--- src/hdl/assert_macros.svh ---
// assertion helpers used by the rtl core
`ifndef ASSERT_MACROS_SVH
`define ASSERT_MACROS_SVH

// property holds on every clock edge outside reset
`define ASSERT_ALWAYS(lbl, clk, rst, prop, msg) \
   lbl: assert property (@(posedge clk) disable iff (rst) (prop)) else $error(msg);

// consequent holds in the same cycle as the antecedent
`define ASSERT_IMPLIES(lbl, clk, rst, ante, cons, msg) \
   lbl: assert property (@(posedge clk) disable iff (rst) (ante) |-> (cons)) \
      else $error(msg);

// consequent holds in the cycle after the antecedent
`define ASSERT_NEXT(lbl, clk, rst, ante, cons, msg) \
   lbl: assert property (@(posedge clk) disable iff (rst) (ante) |=> (cons)) \
      else $error(msg);

`endif

--- src/hdl/csrast_pkg.sv ---
`default_nettype none

package csrast_pkg;

   localparam int COORD_W  = 15;
   localparam int RADIUS_W = 5;
   localparam int SPAN_W   = 16;

   typedef enum logic [1:0] {
      ST_IDLE,
      ST_CHECK,
      ST_EMIT_POS,
      ST_EMIT_NEG
   } state_type;

   typedef enum logic [1:0] {
      ALU_HOLD,
      ALU_LOAD,
      ALU_SHRINK,
      ALU_ADVANCE
   } alu_op_type;

   typedef struct packed {
      alu_op_type op;
      logic       emit;
      logic       emit_neg;
      logic       last;
   } ctl_type;

   typedef struct packed {
      logic w_zero;
      logic d_neg;
      logic i_last;
   } stat_type;

endpackage

`default_nettype wire

--- src/hdl/csrast_req_if.sv ---
`default_nettype none

interface csrast_req_if;
   logic                                      valid;
   logic                                      ready;
   logic signed [csrast_pkg::COORD_W-1:0]     center_x;
   logic signed [csrast_pkg::COORD_W-1:0]     center_y;
   logic        [csrast_pkg::RADIUS_W-1:0]    radius;

   modport source (output valid, output center_x, output center_y, output radius,
                   input ready);
   modport sink   (input valid, input center_x, input center_y, input radius,
                   output ready);
endinterface

`default_nettype wire

--- src/hdl/csrast_rsp_if.sv ---
`default_nettype none

interface csrast_rsp_if;
   logic                                  valid;
   logic                                  ready;
   logic signed [csrast_pkg::SPAN_W-1:0]  span_row;
   logic signed [csrast_pkg::SPAN_W-1:0]  span_left;
   logic signed [csrast_pkg::SPAN_W-1:0]  span_right;
   logic                                  last_span;

   modport source (output valid, output span_row, output span_left, output span_right,
                   output last_span, input ready);
   modport sink   (input valid, input span_row, input span_left, input span_right,
                   input last_span, output ready);
endinterface

`default_nettype wire

--- src/hdl/csrast_ctrl.sv ---
`default_nettype none

module csrast_ctrl (
   input  wire                   clock,
   input  wire                   reset,
   input  wire                   start,
   input  wire                   r_zero,
   input  wire                   out_free,
   input  csrast_pkg::stat_type  stat,
   output logic                  idle,
   output csrast_pkg::ctl_type   ctl
);

   csrast_pkg::state_type state_ff, state_in;

   always_ff @(posedge clock) begin
      if (reset) begin
         state_ff <= csrast_pkg::ST_IDLE;
      end else begin
         state_ff <= state_in;
      end
   end

   always_comb begin
      state_in = state_ff;
      case (state_ff)
         csrast_pkg::ST_IDLE: begin
            if (start && !r_zero) state_in = csrast_pkg::ST_CHECK;
         end
         csrast_pkg::ST_CHECK: begin
            if (stat.w_zero || !stat.d_neg) state_in = csrast_pkg::ST_EMIT_POS;
         end
         csrast_pkg::ST_EMIT_POS: begin
            if (out_free) state_in = csrast_pkg::ST_EMIT_NEG;
         end
         csrast_pkg::ST_EMIT_NEG: begin
            if (out_free) begin
               state_in = stat.i_last ? csrast_pkg::ST_IDLE : csrast_pkg::ST_CHECK;
            end
         end
         default: state_in = csrast_pkg::ST_IDLE;
      endcase
   end

   always_comb begin
      idle         = 1'b0;
      ctl.op       = csrast_pkg::ALU_HOLD;
      ctl.emit     = 1'b0;
      ctl.emit_neg = 1'b0;
      ctl.last     = 1'b0;
      case (state_ff)
         csrast_pkg::ST_IDLE: begin
            idle = 1'b1;
            if (start) ctl.op = csrast_pkg::ALU_LOAD;
         end
         csrast_pkg::ST_CHECK: begin
            // error term negative means the half-width is still too wide
            if (!stat.w_zero && stat.d_neg) ctl.op = csrast_pkg::ALU_SHRINK;
         end
         csrast_pkg::ST_EMIT_POS: begin
            ctl.emit = out_free;
         end
         csrast_pkg::ST_EMIT_NEG: begin
            if (out_free) begin
               ctl.emit     = 1'b1;
               ctl.emit_neg = 1'b1;
               ctl.last     = stat.i_last;
               ctl.op       = csrast_pkg::ALU_ADVANCE;
            end
         end
         default: idle = 1'b0;
      endcase
   end

endmodule

`default_nettype wire

--- src/hdl/csrast_alu.sv ---
`default_nettype none

module csrast_alu #(
   parameter int RW = 5
) (
   input  wire                        clock,
   input  csrast_pkg::alu_op_type     op,
   input  wire  [RW-1:0]              r_load,
   output logic [RW-1:0]              w,
   output logic [RW-1:0]              i,
   output csrast_pkg::stat_type       stat
);

   // error term d = r*r - w*w - i*i, kept exactly through one shared adder
   localparam int DW = RW + 3;

   logic        [RW-1:0] w_ff, w_in;
   logic        [RW-1:0] i_ff, i_in;
   logic        [RW-1:0] r_ff, r_in;
   logic signed [DW-1:0] d_ff, d_in;
   logic signed [DW-1:0] operand;
   logic signed [DW-1:0] sum;

   always_ff @(posedge clock) begin
      w_ff <= w_in;
      i_ff <= i_in;
      r_ff <= r_in;
      d_ff <= d_in;
   end

   // shrink adds 2w-1, advance adds -(2i+1) which is ~(2i)
   always_comb begin
      if (op == csrast_pkg::ALU_SHRINK) begin
         operand = {2'b00, w_ff, 1'b0} - DW'(1);
      end else begin
         operand = ~{2'b00, i_ff, 1'b0};
      end
      sum = d_ff + operand;
   end

   always_comb begin
      w_in = w_ff;
      i_in = i_ff;
      r_in = r_ff;
      d_in = d_ff;
      case (op)
         csrast_pkg::ALU_LOAD: begin
            w_in = r_load;
            i_in = '0;
            r_in = r_load;
            d_in = '0;
         end
         csrast_pkg::ALU_SHRINK: begin
            w_in = w_ff - RW'(1);
            d_in = sum;
         end
         csrast_pkg::ALU_ADVANCE: begin
            i_in = i_ff + RW'(1);
            d_in = sum;
         end
         default: d_in = d_ff;
      endcase
   end

   assign w           = w_ff;
   assign i           = i_ff;
   assign stat.w_zero = (w_ff == '0);
   assign stat.d_neg  = d_ff[DW-1];
   assign stat.i_last = (i_ff == r_ff - RW'(1));

endmodule

`default_nettype wire

--- src/hdl/csrast_span.sv ---
`default_nettype none

module csrast_span #(
   parameter int RW = 5
) (
   input  wire                                   clock,
   input  wire                                   reset,
   input  wire                                   load_xy,
   input  wire signed [csrast_pkg::COORD_W-1:0]  center_x,
   input  wire signed [csrast_pkg::COORD_W-1:0]  center_y,
   input  csrast_pkg::ctl_type                   ctl,
   input  wire        [RW-1:0]                   w,
   input  wire        [RW-1:0]                   i,
   output logic                                  out_free,
   csrast_rsp_if.source                          rsp
);

   localparam int SW = csrast_pkg::SPAN_W;

   logic signed [csrast_pkg::COORD_W-1:0] cx_ff, cx_in;
   logic signed [csrast_pkg::COORD_W-1:0] cy_ff, cy_in;
   logic                                  valid_ff, valid_in;
   logic signed [SW-1:0]                  row_ff, row_in;
   logic signed [SW-1:0]                  left_ff, left_in;
   logic signed [SW-1:0]                  right_ff, right_in;
   logic                                  last_ff, last_in;
   logic signed [SW-1:0]                  cx_ext, cy_ext, w_ext, i_ext;

   always_ff @(posedge clock) begin
      if (reset) begin
         valid_ff <= 1'b0;
      end else begin
         valid_ff <= valid_in;
      end
   end

   always_ff @(posedge clock) begin
      cx_ff    <= cx_in;
      cy_ff    <= cy_in;
      row_ff   <= row_in;
      left_ff  <= left_in;
      right_ff <= right_in;
      last_ff  <= last_in;
   end

   assign out_free = !valid_ff || rsp.ready;

   always_comb begin
      cx_ext = {cx_ff[csrast_pkg::COORD_W-1], cx_ff};
      cy_ext = {cy_ff[csrast_pkg::COORD_W-1], cy_ff};
      w_ext  = {{(SW-RW){1'b0}}, w};
      i_ext  = {{(SW-RW){1'b0}}, i};

      cx_in    = load_xy ? center_x : cx_ff;
      cy_in    = load_xy ? center_y : cy_ff;
      row_in   = row_ff;
      left_in  = left_ff;
      right_in = right_ff;
      last_in  = last_ff;
      valid_in = valid_ff;

      if (ctl.emit) begin
         row_in   = ctl.emit_neg ? (cy_ext - i_ext) : (cy_ext + i_ext);
         left_in  = cx_ext - w_ext;
         right_in = cx_ext + w_ext;
         last_in  = ctl.last;
         valid_in = 1'b1;
      end else if (rsp.ready) begin
         valid_in = 1'b0;
      end
   end

   assign rsp.valid      = valid_ff;
   assign rsp.span_row   = row_ff;
   assign rsp.span_left  = left_ff;
   assign rsp.span_right = right_ff;
   assign rsp.last_span  = last_ff;

endmodule

`default_nettype wire

--- src/hdl/circle_span_rasterizer_core.sv ---
// channel   dir   fields                                        transfer
// req_if    in    center_x, center_y, radius                    valid && ready
// rsp_if    out   span_row, span_left, span_right, last_span    valid && ready
//
// a circle is accepted, then each row has a check that shrinks the half-width
// one step at a time while the error term is negative, then two spans: row
// cy+i, then row cy-i. the error term is kept by the single shared adder.
// radius 0 is accepted and gives no spans; a new circle is taken only when idle.
// a full output register stalls the sequencer; the last span may wait while
// the next circle is accepted. reset clears the sequencer and output valid.
`default_nettype none

`include "assert_macros.svh"

module circle_span_rasterizer_core #(
   parameter int MAX_RADIUS = 31
) (
   input  wire           clock,
   input  wire           reset,
   csrast_req_if.sink    req_if,
   csrast_rsp_if.source  rsp_if
);

   localparam int RW = $clog2(MAX_RADIUS + 1);

   csrast_pkg::ctl_type  ctl;
   csrast_pkg::stat_type stat;
   logic                 idle;
   logic                 start;
   logic                 out_free;
   logic                 r_zero;
   logic [RW-1:0]        r_sat;
   logic [RW-1:0]        w;
   logic [RW-1:0]        i;

   assign req_if.ready = idle;
   assign start        = req_if.valid && idle;
   assign r_zero       = (req_if.radius == '0);

   always_comb begin
      if (32'(req_if.radius) > MAX_RADIUS) begin
         r_sat = RW'(MAX_RADIUS);
      end else begin
         r_sat = RW'(req_if.radius);
      end
   end

   csrast_ctrl u_ctrl (
      .clock    (clock),
      .reset    (reset),
      .start    (start),
      .r_zero   (r_zero),
      .out_free (out_free),
      .stat     (stat),
      .idle     (idle),
      .ctl      (ctl)
   );

   csrast_alu #(.RW(RW)) u_alu (
      .clock  (clock),
      .op     (ctl.op),
      .r_load (r_sat),
      .w      (w),
      .i      (i),
      .stat   (stat)
   );

   csrast_span #(.RW(RW)) u_span (
      .clock    (clock),
      .reset    (reset),
      .load_xy  (start),
      .center_x (req_if.center_x),
      .center_y (req_if.center_y),
      .ctl      (ctl),
      .w        (w),
      .i        (i),
      .out_free (out_free),
      .rsp      (rsp_if)
   );

   `ASSERT_IMPLIES(a_span_order, clock, reset, rsp_if.valid, rsp_if.span_left <= rsp_if.span_right, "span left edge beyond right edge")
   `ASSERT_IMPLIES(a_floor_holds, clock, reset, ctl.op == csrast_pkg::ALU_HOLD && !idle && !ctl.emit && stat.w_zero, !stat.d_neg, "half-width floor reached with error term negative")
   `ASSERT_NEXT(a_last_to_idle, clock, reset, ctl.emit && ctl.last, req_if.ready, "sequencer not idle after last span")

endmodule

`default_nettype wire

--- src/flat_wrapper.sv ---
// flat-port wrapper written by rule: the top's interface ports become plain ports
module circle_span_rasterizer_core_flat 
#(
   parameter int MAX_RADIUS = 31
)
  (clock, reset, req_if_valid, req_if_center_x, req_if_center_y, req_if_radius, req_if_ready, rsp_if_valid, rsp_if_span_row, rsp_if_span_left, rsp_if_span_right, rsp_if_last_span, rsp_if_ready);
  csrast_req_if req_if_i ();
  csrast_rsp_if rsp_if_i ();
  input  wire clock;
  input  wire reset;
  input wire logic [$bits(req_if_i.valid)-1:0] req_if_valid;
  input wire logic [$bits(req_if_i.center_x)-1:0] req_if_center_x;
  input wire logic [$bits(req_if_i.center_y)-1:0] req_if_center_y;
  input wire logic [$bits(req_if_i.radius)-1:0] req_if_radius;
  output wire logic [$bits(req_if_i.ready)-1:0] req_if_ready;
  output wire logic [$bits(rsp_if_i.valid)-1:0] rsp_if_valid;
  output wire logic [$bits(rsp_if_i.span_row)-1:0] rsp_if_span_row;
  output wire logic [$bits(rsp_if_i.span_left)-1:0] rsp_if_span_left;
  output wire logic [$bits(rsp_if_i.span_right)-1:0] rsp_if_span_right;
  output wire logic [$bits(rsp_if_i.last_span)-1:0] rsp_if_last_span;
  input wire logic [$bits(rsp_if_i.ready)-1:0] rsp_if_ready;
  assign req_if_i.valid = req_if_valid;
  assign req_if_i.center_x = req_if_center_x;
  assign req_if_i.center_y = req_if_center_y;
  assign req_if_i.radius = req_if_radius;
  assign req_if_ready = req_if_i.ready;
  assign rsp_if_valid = rsp_if_i.valid;
  assign rsp_if_span_row = rsp_if_i.span_row;
  assign rsp_if_span_left = rsp_if_i.span_left;
  assign rsp_if_span_right = rsp_if_i.span_right;
  assign rsp_if_last_span = rsp_if_i.last_span;
  assign rsp_if_i.ready = rsp_if_ready;
  circle_span_rasterizer_core #(.MAX_RADIUS(MAX_RADIUS)) u_core (.clock(clock), .reset(reset), .req_if(req_if_i), .rsp_if(rsp_if_i));
endmodule
--- config.mk ---
export PLATFORM = sky130hd
export DESIGN_NAME = circle_span_rasterizer_core_flat
export DESIGN_NICKNAME = d
export VERILOG_FILES = /design/src/hdl/csrast_pkg.sv /design/src/hdl/csrast_req_if.sv /design/src/hdl/csrast_rsp_if.sv /design/src/hdl/csrast_ctrl.sv /design/src/hdl/csrast_alu.sv /design/src/hdl/csrast_span.sv /design/src/hdl/circle_span_rasterizer_core.sv /design/src/flat_wrapper.sv
export VERILOG_INCLUDE_DIRS = /design/src /design/src/hdl
export SDC_FILE = /design/constraint.sdc
export NUM_CORES = 1
export LEC_CHECK = 0
export BUFFER_PORTS_ARGS = -buffer_cell sky130_fd_sc_hd__clkbuf_2
export CAP_MARGIN = 5
export CORE_MARGIN = 2
export CORE_UTILIZATION = 40
export CTS_BUF_LIST = sky130_fd_sc_hd__clkbuf_16
export DETAILED_ROUTE_END_ITERATION = 8
export HOLD_SLACK_MARGIN = 0.06
export PLACE_DENSITY = 0.71
export SYNTH_ARGS = -nofsm -noshare
export SYNTH_HDL_FRONTEND = slang
export SYNTH_HIERARCHICAL = 1
export SYNTH_SLANG_ARGS = --single-unit
--- constraint.sdc ---
create_clock -name clock -period 5.11 [get_ports clock]
set_input_delay 0 -clock clock [delete_from_list [all_inputs] [get_ports clock]]
set_output_delay 0 -clock clock [all_outputs]
set_load 0.02 [all_outputs]
==> metrics.txt <==
status finished, final reports clean; Yosys top cell area share a little over half; most numerous cell in the Yosys netlist edfxtp_1; layout cells sized above 1 between 10% and 20%; fin util between 50% and 60%; Die W 124.3 um; Root Driver clkbuf_16; dominant cells by area after synthesis edfxtp_1 (52%), ha_1 (9.9%), xnor2_1 (5.3%), a21oi_1 (2.6%), inv_1 (2.5%); Layout Cells excl Fill around 800; gr usage total approximately 15%; yosys warns 6; Final nets 698; VDD IR-drop max 0.2300 mV; Syn Nets approximately 570; initial antenna violation count 0; DP Area around 0.0064 mm^2; synthesis-stage register bit count 104; largest net degree at the start of global routing 40; Crit Path Category reg -> reg; Crit path required time 5.19 ns; Max Slew Vio Count 0; mapped cell area ~0.0058 mm^2; Final TNS setup 0 ns; Buffers on Ports 89; post-CTS setup buffer count 0; register area share after synthesis between 50% and 60%; # IOs 90; Area growth syn-to-layout 21.84%; vias in the first global route 3912; hpwl dp just under 9 mm; Ant. Diodes 0; RSZ-0062 raised after global routing false; crit start category flip-flop; static leakage around 2.9 nW; Routed Antenna Nets 0; total grt overflow 0; WL/cell ~15 um; drt via density ~5.0; gp weighted congestion 0.8409; first-pass GRT wire length around 19 mm; design area a little over 0.007 mm^2; CP Capture Type flip-flop; XOR/XNOR share of the synthesized area approximately 7.6%; Rel. slew slack between 60 and 70%; Critical Path Max Stage Delay around 0.53 ns; number of synthesized flops with an enable pin roughly 100; Placed Instances ~740; Num CTS Buffers 9; PwrDens roughly 640 mW/mm^2; minimum clock period 3.631 ns; Final Hold Fails 0; Avg Cell Area, Syn approximately 12 um^2; synth unique cells 63; # rows between 40 and 50; clk sinks roughly 100; Residual DRC 0; dominant cell type by area after synthesis edfxtp_1; Die ar. around 0.015 mm^2; Least-Margin Pin Slew roughly 0.56 ns; Die Y approximately 120 um; final setup violation count 0; fmax approximately 280 MHz; drt first-iter violations roughly 280; Synth Area in Compound Gates under 10%; Slowest-stage cell, CP ha_1; main combinational cell family by area after synthesis simple AND/OR/NAND/NOR gates; most frequent cells after synthesis edfxtp_1 (101), ha_1 (46), inv_1 (38); # H-tree levels 3; worst path arrival time 3.71 ns; MaxCap Viol Count 0; Core ar. 0.01399 mm^2; synthesized instance count 480; Simple-Gate Fraction of Synth Area between 10% and 20%; Initial Utilization approximately two fifths; cell chain of the critical path inv_1 > ha_1 > nand2_1 > nor2_1 > and3b_1 > a21oi_1 > nor2_1 > ha_1 > nand3b_1 > a21boi_1 > ha_1 > or4_4 > o22ai_2 > xnor2_1 > nor2_1; Top FF cell, synth edfxtp_1; CTS tree built; clk slew on worst S/H paths 0.07 ns; Hold WC Path Type in -> reg; adder-cell share of the synthesized area 11.32%; clk_skew between 0.01 and 0.015 ns; TritonRoute pass-1 iters 4; CP max FO 12; clk buf depth 2; Post-synth ARST share 0%; post-detailed-routing wire length 11.67 mm; multiplexer share of the synthesized area about 1.6%; Power Total about 4.5 mW; ratio of final minimum period to clock period a little under three quarters; vias a little under 4000; clk_lat worst skew 0.34 ns
## metal layers
layer / wire [um] / GRT usage (%) / part of all wire [%] / vias up
li1: - / - / - / 1989
met1: 5421 / 19.48 / 46 / 1860
met2: 5677 / 25.88 / 49 / 90
met3: 424 / 3.436 / 3.6 / 8
met4: 146 / 4.957 / 1.3 / 0
met5: 0 / 0 / 0 / -
## worst max-delay path: cells and delay by family (launching register included)
family	cells	cell delay, ns
simple gates	7	1.33
fa+ha+maj	3	1.01
flops	1	0.46
compound gates	3	0.35
xor+xnor	1	0.13
buf+inv	1	0.09
## cell families after synthesis
| family | Yosys count |
|---|---|
| buffers and inverters | 48 |
| adders and majority gates | 50 |
| and+or+nand+nor | 131 |
| muxes | 9 |
| DFF | 104 |
| AOI/OAI and AO/OA | 88 |
| xor gates and xnor gates | 50 |
## through the flow
step           hold slack (ns)  setup slack [ns]
2_1_floorplan          0.06625            0.9965
5_1_grt                 0.1638             1.190
3_3_place_gp            0.1791             1.617
4_1_cts                0.09657             1.493
3_5_place_dp            0.1791             1.561
6_report                0.1088             1.479
## report_power, final
| part | switching, mW | internal [mW] |
|---|---|---|
| Clock | 0.290 | 0.327 |
| Sequential | 0.208 | 1.41 |
| Combinational | 1.35 | 0.946 |
## worst paths after layout
path | start | to | slack [ns] | cells after the start
setup / recovery | u_core/u_alu/w[0] | u_core/u_alu/d_ff[7] | 1.48 | 15
hold / removal | rsp_if_ready | u_core/u_span/rsp.valid | 0.11 | 3
setup reg to reg | u_core/u_alu/w[0] | u_core/u_alu/d_ff[7] | 1.48 | 15
hold reg to reg | u_core/u_ctrl/state_ff[1] | u_core/u_ctrl/state_ff[1] | 0.58 | 2
## state kept, by name (all words and copies together) (netlist names), 8 cells and up
register	flops
u_core/u_alu/d_ff	8
u_core/u_span/rsp.span_row	16
u_core/u_span/rsp.span_right	15
u_core/u_span/cx_ff	15
u_core/u_span/cy_ff	15
u_core/u_span/rsp.span_left	16
## layout make-up
cell class / instances / area [um^2]
fill: 1232 / 6932
multi-input combinational: 328 / 2504
timing repair buffer: 127 / 820.8
tap: 180 / 225.2
clock inverter: 7 / 42.54
sequential: 104 / 3093
inverter: 39 / 146.4
clock buffer: 9 / 225.2
## cell usage in the layout (no fill, tap or decap), drive strengths merged, types with 11 or more instances in the layout
master       synthesis  routed
ha                  46      46
nand2b              11      11
clkbuf               4      98
xor2                15      15
o21ai               18      18
nand2               21      21
xnor2               35      35
nor2                32      32
inv                 39      42
dlygate4sd3          0      36
a21oi               30      30
nand3               12      12
edfxtp             101     101
## repair_timing
action                    in CTS  in global routing
hold buffers                  36                  0
hold endpoints to repair      42                  0
resized for setup              0                  0
(Power assumes the default switching activity.)
